`config.mk`:
```
export PLATFORM = sky130hd
export DESIGN_NAME = lru_page_order_tracker_top
export DESIGN_NICKNAME = d
export VERILOG_FILES = /design/src/hdl/lpot_pkg.sv /design/src/hdl/lru_page_order_tracker_top.sv /design/src/hdl/lpot_key_ram.sv
export SDC_FILE = /design/constraint.sdc
export NUM_CORES = 1
export LEC_CHECK = 0
export BUFFER_PORTS_ARGS = -buffer_cell sky130_fd_sc_hd__buf_2
export CAP_MARGIN = 10
export CORE_ASPECT_RATIO = 1.1
export CORE_MARGIN = 3
export CORE_UTILIZATION = 50
export CTS_CLUSTER_SIZE = 10
export DETAILED_ROUTE_END_ITERATION = 7
export GPL_TIMING_DRIVEN = 0
export PLACE_DENSITY = 0.66
export REMOVE_ABC_BUFFERS = 1
export SYNTH_ARGS = -nofsm -noshare
export SYNTH_HDL_FRONTEND = slang
export SYNTH_SLANG_ARGS = --single-unit
```
`constraint.sdc`:
```
create_clock -name clk -period 9.34 [get_ports clk]
set_input_delay 1.868 -clock clk [delete_from_list [all_inputs] [get_ports clk]]
set_output_delay 1.868 -clock clk [all_outputs]
set_load 0.02 [all_outputs]
```
`src/hdl/lpot_pkg.sv`:
```
// Package for the LRU page order tracker: request and result structs,
// operation codes and default sizes. Depends on nothing.
`timescale 1ns / 1ps

package lpot_pkg;

  localparam int DEPTH_DEF    = 16;
  localparam int KEY_BITS_DEF = 16;

  localparam int PAGE_KEY_W = 16;
  localparam int OCC_W      = 5;
  localparam int CAP_W      = 5;

  localparam logic [CAP_W-1:0] CAP_RESET = 5'd16;

  localparam logic OP_REF   = 1'b0;
  localparam logic OP_EVICT = 1'b1;

  typedef struct packed {
    logic                  op;
    logic [PAGE_KEY_W-1:0] page_key;
  } lpot_req_t;

  typedef struct packed {
    logic                  hit;
    logic                  inserted;
    logic                  full_refused;
    logic                  evicted_valid;
    logic [PAGE_KEY_W-1:0] evicted_key;
    logic [OCC_W-1:0]      occupancy;
  } lpot_res_t;

endpackage

```
`src/hdl/lru_page_order_tracker_top.sv`:
```
// Top level of the LRU page order tracker: request sequencer and the key
// store. Depends on lpot_pkg and lpot_key_ram.
`timescale 1ns / 1ps

// Channel      Signals               Direction  Handshake
// request      start, req            in         taken when start && !busy
// result       done, res             out        one-cycle strobe, no back-pressure
// config       cfg_we, cfg_wdata     in         written on any edge with cfg_we high
//
// The keys live in a circular buffer in one synchronous RAM, oldest at the
// head pointer. An evict drops the key at the head; a reference on an
// empty list stores its key at once. Any other reference searches from
// the oldest key through the RAM read port, one entry per cycle; a miss
// appends the key if there is room, and a hit on any key but the newest
// is followed by a shift that closes the gap it leaves. A new request may
// be taken in the cycle its predecessor's result is shown. Reset empties
// the list at once (no clearing pass) and sets the capacity to 16. The
// receiver cannot stall, so each result is shown for one cycle only.

module lru_page_order_tracker_top #(
  parameter int DEPTH    = lpot_pkg::DEPTH_DEF,
  parameter int KEY_BITS = lpot_pkg::KEY_BITS_DEF
) (
  input  logic                     clk,
  input  logic                     rst,
  input  logic                     start,
  output logic                     busy,
  input  lpot_pkg::lpot_req_t      req,
  output logic                     done,
  output lpot_pkg::lpot_res_t      res,
  input  logic                     cfg_we,
  input  logic [lpot_pkg::CAP_W-1:0] cfg_wdata
);

  import lpot_pkg::*;

  // Address width of the RAM and width of the key count, which must hold
  // DEPTH itself.
  localparam int AW = (DEPTH > 1) ? $clog2(DEPTH) : 1;
  localparam int CW = $clog2(DEPTH + 1);
  localparam int SW = AW + CW + 1;

  typedef enum logic [2:0] {
    S_IDLE,
    S_SCAN,
    S_SHIFT,
    S_TAIL,
    S_EVICT
  } state_t;

  state_t              state;
  logic [CAP_W-1:0]    capacity;
  logic [AW-1:0]       head;
  logic [CW-1:0]       count;
  logic [AW-1:0]       idx;
  logic [KEY_BITS-1:0] key;

  logic                wr_en;
  logic [AW-1:0]       wr_addr;
  logic [KEY_BITS-1:0] wr_data;
  logic [AW-1:0]       rd_addr;
  logic [KEY_BITS-1:0] rd_data;

  logic [KEY_BITS-1:0] key_in;
  logic [CW-1:0]       idx_ext;
  logic [CW-1:0]       cap_eff;
  logic                at_last;
  logic                match;
  logic                room;

  // Maps a distance from the oldest key to a RAM address. The sum stays
  // below twice DEPTH, so one conditional subtract wraps it.
  function automatic logic [AW-1:0] slot(input logic [AW-1:0] h, input logic [CW-1:0] off);
    logic [SW-1:0] s;
    s = SW'(h) + SW'(off);
    if (s >= SW'(DEPTH)) begin
      s = s - SW'(DEPTH);
    end
    return AW'(s);
  endfunction

  // Builds a complete result so that each result is written in one piece.
  function automatic lpot_res_t make_res(input logic h, input logic ins, input logic refd,
                                         input logic evv, input logic [PAGE_KEY_W-1:0] evk,
                                         input logic [OCC_W-1:0] occ);
    lpot_res_t r;
    r.hit           = h;
    r.inserted      = ins;
    r.full_refused  = refd;
    r.evicted_valid = evv;
    r.evicted_key   = evk;
    r.occupancy     = occ;
    return r;
  endfunction

  assign key_in  = KEY_BITS'(req.page_key);
  assign idx_ext = CW'(idx);
  assign at_last = (idx_ext == count - CW'(1));
  assign match   = (rd_data == key);

  // A zero capacity acts as one frame; anything above DEPTH saturates.
  always_comb begin
    if (capacity == '0) begin
      cap_eff = CW'(1);
    end else if (int'(capacity) > DEPTH) begin
      cap_eff = CW'(DEPTH);
    end else begin
      cap_eff = CW'(capacity);
    end
  end

  assign room = (count < cap_eff);
  assign busy = (state != S_IDLE);

  // RAM port control. During the search each cycle reads the entry after the
  // one being compared, so a hit can start shifting without a bubble. The
  // shift writes entry idx while it reads idx + 2, so the two never collide.
  always_comb begin
    wr_en   = 1'b0;
    wr_addr = head;
    wr_data = key;
    rd_addr = head;
    unique case (state)
      S_IDLE: begin
        if (start && (req.op == OP_REF) && (count == '0)) begin
          wr_en   = 1'b1;
          wr_data = key_in;
        end
      end
      S_SCAN: begin
        rd_addr = slot(head, idx_ext + CW'(1));
        if (!match && at_last && room) begin
          wr_en   = 1'b1;
          wr_addr = slot(head, count);
        end
      end
      S_SHIFT: begin
        rd_addr = slot(head, idx_ext + CW'(2));
        wr_en   = 1'b1;
        wr_addr = slot(head, idx_ext);
        wr_data = rd_data;
      end
      S_TAIL: begin
        wr_en   = 1'b1;
        wr_addr = slot(head, idx_ext);
      end
      S_EVICT: begin
        rd_addr = head;
      end
      default: begin
        rd_addr = head;
      end
    endcase
  end

  // Sequencer, list bookkeeping and the registered result.
  always_ff @(posedge clk) begin
    if (rst) begin
      state    <= S_IDLE;
      done     <= 1'b0;
      head     <= '0;
      count    <= '0;
      capacity <= CAP_RESET;
    end else begin
      done <= 1'b0;
      if (cfg_we) begin
        capacity <= cfg_wdata;
      end
      unique case (state)
        S_IDLE: begin
          if (start) begin
            key <= key_in;
            idx <= '0;
            if (req.op == OP_EVICT) begin
              if (count == '0) begin
                done <= 1'b1;
                res  <= make_res(1'b0, 1'b0, 1'b0, 1'b0, '0, OCC_W'(count));
              end else begin
                state <= S_EVICT;
              end
            end else if (count == '0) begin
              // An empty list always has room for one key.
              done  <= 1'b1;
              res   <= make_res(1'b0, 1'b1, 1'b0, 1'b0, '0, OCC_W'(CW'(1)));
              count <= CW'(1);
            end else begin
              state <= S_SCAN;
            end
          end
        end
        S_SCAN: begin
          if (match) begin
            if (at_last) begin
              done  <= 1'b1;
              res   <= make_res(1'b1, 1'b0, 1'b0, 1'b0, '0, OCC_W'(count));
              state <= S_IDLE;
            end else begin
              state <= S_SHIFT;
            end
          end else if (at_last) begin
            done  <= 1'b1;
            state <= S_IDLE;
            if (room) begin
              res   <= make_res(1'b0, 1'b1, 1'b0, 1'b0, '0, OCC_W'(count + CW'(1)));
              count <= count + CW'(1);
            end else begin
              res <= make_res(1'b0, 1'b0, 1'b1, 1'b0, '0, OCC_W'(count));
            end
          end else begin
            idx <= idx + AW'(1);
          end
        end
        S_SHIFT: begin
          if (idx_ext + CW'(1) == count - CW'(1)) begin
            state <= S_TAIL;
          end
          idx <= idx + AW'(1);
        end
        S_TAIL: begin
          done  <= 1'b1;
          res   <= make_res(1'b1, 1'b0, 1'b0, 1'b0, '0, OCC_W'(count));
          state <= S_IDLE;
        end
        S_EVICT: begin
          done  <= 1'b1;
          res   <= make_res(1'b0, 1'b0, 1'b0, 1'b1, PAGE_KEY_W'(rd_data),
                            OCC_W'(count - CW'(1)));
          count <= count - CW'(1);
          head  <= slot(head, CW'(1));
          state <= S_IDLE;
        end
        default: begin
          state <= S_IDLE;
        end
      endcase
    end
  end

  lpot_key_ram #(
    .DEPTH    (DEPTH),
    .KEY_BITS (KEY_BITS),
    .AW       (AW)
  ) u_key_ram (
    .clk     (clk),
    .wr_en   (wr_en),
    .wr_addr (wr_addr),
    .wr_data (wr_data),
    .rd_addr (rd_addr),
    .rd_data (rd_data)
  );

endmodule

```
`src/hdl/lpot_key_ram.sv`:
```
// Key store of the LRU page order tracker: one write port and one read
// port with registered read data. No package dependencies.
`timescale 1ns / 1ps

module lpot_key_ram #(
  parameter int DEPTH    = 16,
  parameter int KEY_BITS = 16,
  parameter int AW       = $clog2(DEPTH)
) (
  input  logic                clk,
  input  logic                wr_en,
  input  logic [AW-1:0]       wr_addr,
  input  logic [KEY_BITS-1:0] wr_data,
  input  logic [AW-1:0]       rd_addr,
  output logic [KEY_BITS-1:0] rd_data
);

  logic [KEY_BITS-1:0] mem [DEPTH];

  always_ff @(posedge clk) begin
    if (wr_en) begin
      mem[wr_addr] <= wr_data;
    end
  end

  always_ff @(posedge clk) begin
    rd_data <= mem[rd_addr];
  end

endmodule

```
==> impl_metrics.csv, run 1 <==
group,metric,value,unit
power,power_frac_comb,17.1,%
clock_network,cts_tree,"yes",
outcome,status,"finished clean",
grt,grt.overflow.total,0,
floorplan,start_util,51.4,%
synthesis,synth_seq_area_share,65.1,%
final_layout,antenna_cells,0,
timing,maxSlewViolCount,0,
timing,fmax,208,MHz
power,swShare,26.7,%
clock_network,clkSinkCount,335,
routing,drt_iter0_drc,704,
power,switching_power,0.00104,W
timing,hold_viol,0,
placed_design,numPortBuffers,52,
clock_network,numCtsBuffers,39,
synthesis,yosys.area.top_type,"edfxtp_1",
setup_path,cp_max_fo,16,
grt,grt_first_pass_wirelength,51.0,mm
synthesis,yosys.cell_count.top_type,"edfxtp_1",
floorplan,die_h,187,µm
setup_path,arrival,5.02,ns
job,maxCapViolCount,0,
timing,fin_tns_setup,0,ns
setup_path,cp.required,9.56,ns
routing,antenna_left,0,
final_layout,multiInputGateArea,5030,µm²
clock_network,cts_hold_buffers,0,
grt,grt_pass1_vias,8482,
synthesis,synthFlopType,"edfxtp_1",
clock_network,clock_latency,0.52,ns
timing,worst_hold_slack,0.504,ns
setup_path,crit_chain,"inv_2, ha_1, o21ba_1, a221o_1, a211oi_4, nand3_4, mux2_4, o211ai_4, nor4bb_4, buf_8",
worst_hold_path,hold_class,"reg2reg",
floorplan,num_rows,65,
synthesis,synth_top_area_share,60.6,%
timing,period_share,51.4,%
placed_design,hpwlAfterDp,22.5,mm
synthesis,ys_top_cells_by_area,"edfxtp_1, mux2i_1, dfxtp_1, ha_1, xor2_1",
routing,avgRoutedWirePerCell,22.8,µm
synthesis,avgSynthCellArea,15.1,µm²
power,seqPwrFrac,47.4,%
synthesis,synth_area,14900,µm²
routing,vias_per_cell,5.85,
floorplan,fp.dieArea,32000,µm²
final_layout,fill_cells,2150,
power,intPower,0.00285,W
grt,antenna_found_initial,0,
clock_network,cts_resized,0,
routing,first_pass_iters,5,
clock_network,cts.clk_slew.worst_paths,0.05,ns
timing,slew_headroom,20.8,%
timing,finClkSkew,0.0156,ns
clock_network,post_cts_buffers,0,
synthesis,synth-edff-count,301,
setup_path,crit_type,"reg2reg",
setup_path,cpPeakStageDelay,0.97,ns
timing,finalCriticalPeriod,4.81,ns
placed_design,place_ws,4.24,ns
clock_network,root_buffer,"clkbuf_16",
final_layout,synthToLayoutAreaGrowth,16.2,%
floorplan,core,29000,µm²
synthesis,yosysWarnings,0,
synthesis,synth_common_cells,"edfxtp_1, mux2i_1, a21oi_1",
setup_path,end_kind,"flop",
routing,vias,8611,
synthesis,async_flop_share,0,%
power,ir_drop,0.000136,V
final_layout,nets,1123,
final_layout,register_area,9720,µm²
placed_design,routabilityCongestion,0.831,
power,power_density,224,nW/µm²
synthesis,syn_inst,989,
synthesis,synth_seq_cells,335,
final_layout,post-route-util,59.7,%
grt,grt_max_degree,37,
final_layout,drive_gt1_share,15.9,%
routing,routed_wl,33.6,mm
floorplan,die_w,171,µm
timing,worst_slack,4.53,ns
grt,grt_use_total,21.0,%
timing,rsz0062_at_grt,"false",
timing,finalSetupViolations,0,
synthesis,synthDistinctLibCells,68,
setup_path,cp-start-kind,"flop",
power,clockPowerShare,35.5,%
power,cellLeakagePower,6.90,nW
floorplan,io_pins,53,
clock_network,cts_buffer_depth,3,
timing,tightest_slew,1.19,ns
routing,drc,0,
setup_path,slowest_stage,"nor4bb_4",
clock_network,htree_num_levels,2,
[final timing paths]
path	from	to	cells past startpoint	slack [ns]
worst max-delay path	count[0]	u_key_ram.mem[14][12]	10	4.53
worst min-delay path	capacity[0]	capacity[0]	2	0.50
worst max register to register	count[0]	u_key_ram.mem[14][12]	10	4.53
worst min register to register	capacity[0]	capacity[0]	2	0.50
[layer usage]
metal | vias to the layer above | GRT usage, % | routed length, µm
li1 | 4005 | - | -
met1 | 4270 | 29.3 | 14500
met2 | 270 | 34.3 | 16300
met5 | - | 0 | 0
met4 | 0 | 6.37 | 922
met3 | 66 | 3.23 | 1830
[power by group through the flow]
stage	combinational (W)	clock, W	sequential (W)
floorplan	0.000533	0	0.00186
global placement	0.000763	0	0.00187
detailed placement	0.000664	0	0.00187
CTS	0.000668	0.00140	0.00184
global route	0.000724	0.00147	0.00185
finish	0.000664	0.00138	0.00184
[worst max-delay path: cells and delay by family (launching register included)]
| family | cells | cell delay, ns |
|---|---|---|
| adders and majority gates | 1 | 0.35 |
| buffers and inverters | 2 | 0.34 |
| AOI/OAI and AO/OA | 4 | 1.64 |
| muxes | 1 | 0.36 |
| and+or+nand+nor | 2 | 1.14 |
| DFF | 1 | 0.64 |
[flip-flops by register name, summed over array words and instances, names as in the netlist]
name	cells
capacity	5
count	5
done	1
head	4
idx	4
key	16
res	25
state	3
u_key_ram.mem	256
u_key_ram.rd_data	16
[placed cells by master, fill, tap and decap left out, drive strengths merged, types with 6 or more instances in the layout]
master / Yosys / routed
xnor2: 12 / 12
nand2: 28 / 28
o21ai: 12 / 12
nand3: 16 / 16
dfxtp: 34 / 34
xor2: 25 / 25
edfxtp: 301 / 301
a21oi: 36 / 36
ha: 19 / 19
inv: 23 / 23
nor4b: 6 / 6
clkbuf: 22 / 70
mux2i: 245 / 245
and3: 20 / 20
o211ai: 10 / 10
nor2: 34 / 34
a211oi: 8 / 8
nor4: 7 / 7
o22ai: 23 / 23
buf: 34 / 100
[kinds of logic after synthesis]
kind of cell,Yosys count,share of synthesized area [%]
flops,335,65.1
mux,247,16.6
simple gates,147,5.79
compound gates,121,5.69
buf+inv,79,2.45
xor+xnor,37,2.17
fa+ha+maj,23,2.13
[stage by stage]
stage / std cells / area (µm²) / total power [W]
floorplan: 933 / 14600 / 0.00239
global placement: 1353 / 15400 / 0.00263
detailed placement: 1400 / 16200 / 0.00253
CTS: 1471 / 17300 / 0.00390
global route: 1472 / 17300 / 0.00404
finish: 1472 / 17300 / 0.00388
[layout make-up]
type	count	area share, %
clock inverters	1	0.173
inverters	23	0.498
clock buffers	70	6.48
repair buffers	100	5.09
flip-flops and latches	335	56.1
multi-input cells	575	29.0
well taps	368	2.66
Power figures use the tool's default switching activity.
==> run 2: changes to the inputs <==
--- a/config.mk
+++ b/config.mk
@@ -5,6 +5,7 @@
 export SDC_FILE = /design/constraint.sdc
 export NUM_CORES = 1
 export LEC_CHECK = 0
+export ABC_AREA = 1
 export BUFFER_PORTS_ARGS = -buffer_cell sky130_fd_sc_hd__buf_2
 export CAP_MARGIN = 10
 export CORE_ASPECT_RATIO = 1.1
@@ -13,7 +14,7 @@
 export CTS_CLUSTER_SIZE = 10
 export DETAILED_ROUTE_END_ITERATION = 7
 export GPL_TIMING_DRIVEN = 0
-export PLACE_DENSITY = 0.66
+export PLACE_DENSITY = 0.68
 export REMOVE_ABC_BUFFERS = 1
 export SYNTH_ARGS = -nofsm -noshare
 export SYNTH_HDL_FRONTEND = slang
==> constraint.sdc (replaced) <==
create_clock -name clk -period 3.92 [get_ports clk]
set_input_delay 0.784 -clock clk [delete_from_list [all_inputs] [get_ports clk]]
set_output_delay 0.784 -clock clk [all_outputs]
set_load 0.02 [all_outputs]
==> impl_metrics.csv, run 2 <==
group,metric,value,unit
worst_hold_path,hp-start,"req[13]",
clock_network,clock_latency,0.53,ns
setup_path,worst_r2r_path_depth,5,
grt,antenna_found_initial,0,
synthesis,synth_top_area_share,61.3,%
floorplan,io_pins,53,
grt,grt_max_degree,130,
final_layout,fill_cells,2254,
timing,finalSetupViolations,0,
grt,grt.overflow.total,0,
power,swShare,39.8,%
routing,antenna_left,0,
timing,tightest_slew,1.18,ns
power,cellLeakagePower,6.35,nW
synthesis,ys_top_cells_by_area,"edfxtp_1, nor2_1, dfxtp_1, nand2_1, o211ai_1",
setup_path,ff2ff_setup_slack,0.02,ns
power,clockPowerShare,24.3,%
clock_network,clkSinkCount,335,
power,power_density,826,nW/µm²
timing,fmax,256,MHz
outcome,status,"finished clean",
synthesis,synth_common_cells,"edfxtp_1, nor2_1, nand2_1",
placed_design,dp_cells,1729,
synthesis,synth_area,14800,µm²
timing,finalCriticalPeriod,3.90,ns
clock_network,cts.clk_slew.worst_paths,0.06,ns
setup_path,cp_max_fo,17,
final_layout,largest_register_ffs,256,
synthesis,syn_inst,1334,
synthesis,synthDistinctLibCells,42,
final_layout,post-route-util,59.1,%
synthesis,yosys.area.top_type,"edfxtp_1",
placed_design,hpwlAfterDp,22.4,mm
timing,maxSlewViolCount,0,
synthesis,async_flop_share,0,%
grt,grt_first_pass_wirelength,56.8,mm
final_layout,multiInputGateArea,4470,µm²
routing,drc,0,
routing,drt_iter0_drc,1406,
routing,vias,10400,
final_layout,regMostFlops,"u_key_ram.mem",
grt,grt_pass1_vias,9796,
timing,rsz0062_at_grt,"true",
floorplan,die_w,170,µm
setup_path,timing.rr.end,"u_key_ram.mem[2][12]",
final_layout,synthToLayoutAreaGrowth,15.7,%
final_layout,final_common_cell,"edfxtp_1",
synthesis,synth-edff-count,301,
setup_path,cp-startpoint,"state[2]",
routing,first_pass_iters,5,
clock_network,post_cts_buffers,0,
final_layout,reg_top3,"u_key_ram.mem: 256 flops, res: 25 flops",
clock_network,numCtsBuffers,40,
final_layout,antenna_cells,0,
clock_network,root_buffer,"clkbuf_16",
routing,vias_per_cell,5.75,
floorplan,start_util,51.1,%
clock_network,cts_tree,"yes",
worst_hold_path,hold_class,"in2reg",
clock_network,cts_hold_buffers,0,
final_layout,final_cell_mix,"edfxtp_1, nor2_1, nand2_1",
floorplan,num_rows,65,
synthesis,yosysWarnings,0,
timing,slew_headroom,21.6,%
placed_design,post_dp_cell_area,15700,µm²
setup_path,cp.required,4.07,ns
setup_path,r2r-start,"state[2]",
final_layout,nets,1454,
synthesis,synth_seq_cells,335,
power,intPower,0.00849,W
routing,routed_wl,37.5,mm
setup_path,cp-start-kind,"flop",
clock_network,htree_num_levels,2,
floorplan,core,28900,µm²
floorplan,fp.dieArea,31600,µm²
setup_path,end_kind,"flop",
grt,grt_use_total,23.7,%
floorplan,die_h,186,µm
routing,avgRoutedWirePerCell,20.8,µm
placed_design,numPortBuffers,52,
final_layout,fin_area,17100,µm²
timing,hold_viol,0,
power,seqPwrFrac,35.1,%
setup_path,cp-endpoint,"u_key_ram.mem[2][12]",
final_layout,finalNonFillerCells,1801,
clock_network,cts_buffer_depth,3,
setup_path,crit_type,"reg2reg",
power,p_total,0.0141,W
power,switching_power,0.00561,W
setup_path,arrival,4.05,ns
synthesis,synth_seq_area_share,65.9,%
placed_design,routabilityCongestion,0.907,
synthesis,yosys.cell_count.top_type,"edfxtp_1",
timing,finClkSkew,0.0182,ns
power,ir_drop,0.000717,V
final_layout,drive_gt1_share,13.1,%
synthesis,avgSynthCellArea,11.1,µm²
job,maxCapViolCount,0,
synthesis,synthFlopType,"edfxtp_1",
power,power_frac_comb,40.6,%
timing,period_share,99.5,%
final_layout,register_area,9720,µm²
[run 2: changes by cell type in the layout (fill, tap and decap cells not counted), sizes merged, moves of 7 or more]
cell / before / now
nor2: 34 / 269
nand3: 16 / 60
o211ai: 10 / 66
inv: 23 / 99
and3: 20 / 0
nand2: 28 / 169
buf: 100 / 87
o21ai: 12 / 167
a21oi: 36 / 23
xor2: 25 / 12
o22ai: 23 / 12
mux2i: 245 / 0
a211oi: 8 / 0
nor4: 7 / 0
[run 2: area by class of cell]
cell class	instances	area share [%]
Sequential cell	335	56.9
Clock buffer	65	6.72
Inverter	101	2.31
Clock inverter	5	0.345
Timing Repair Buffer	87	4.76
Multi-Input combinational cell	840	26.2
Tap cell	368	2.70
[run 2: worst min path at each step]
stage                        endpoint  slack [ns]  depth (start not counted)
after floorplan           capacity[0]        0.45                          2
after global placement    capacity[0]        0.48                          2
after detailed placement  capacity[0]        0.49                          2
after CTS                     key[15]        0.44                          1
after global routing          key[15]        0.44                          1
final                         key[13]        0.46                          1
[run 2: power groups by stage]
| stage | Sequential (W) | Clock (W) | Combinational (W) |
|---|---|---|---|
| final | 0.00496 | 0.00342 | 0.00573 |
| after global routing | 0.00499 | 0.00362 | 0.00638 |
| after CTS | 0.00496 | 0.00347 | 0.00561 |
| after detailed placement | 0.00503 | 0 | 0.00554 |
| after global placement | 0.00504 | 0 | 0.00531 |
| after floorplan | 0.00507 | 0 | 0.00366 |
[run 2: cell families (layout without fill, tap and decap cells)]
kind of cell / after synthesis / count (layout) / synth area share [%]
AOI/OAI and AO/OA: 285 / 285 / 11.5
xor gates and xnor gates: 18 / 18 / 1.12
adders and majority gates: 23 / 23 / 2.15
buffers and inverters: 159 / 258 / 4.97
DFF: 335 / 335 / 65.9
and+or+nand+nor: 514 / 514 / 14.4
[run 2: timing repair]
action	4_1_cts	5_1_grt
setup endpoints to repair	16	193
resized for setup	3	20
pin swaps	0	0
[run 2: routing by layer]
layer  GRT usage (%)  vias to the layer above  part of all wire (%)
met3            4.19                       85                   8.4
met1            33.1                     4935                    42
met5               0                        -                     0
met2            38.2                      489                    46
met4            7.66                        0                   3.2
li1                -                     4847                     -
[run 2: critical path: stages, from the launching register on]
cell,delay [ns]
dfxtp_1,0.39
nor2_4,0.50
inv_1,0.14
nor2_1,0.29
nand4_1,0.88
o221ai_1,1.31
[run 2: stage by stage]
step | TNS, ns | setup slack, ns | hold WS (ns)
global route | -7.89 | -0.160 | 0.442
floorplan | -7.33 | -0.459 | 0.449
global placement | -156.40 | -2.58 | 0.476
finish | 0 | 0.0212 | 0.459
CTS | 0 | 0.0765 | 0.440
detailed placement | -9.42 | -0.663 | 0.489
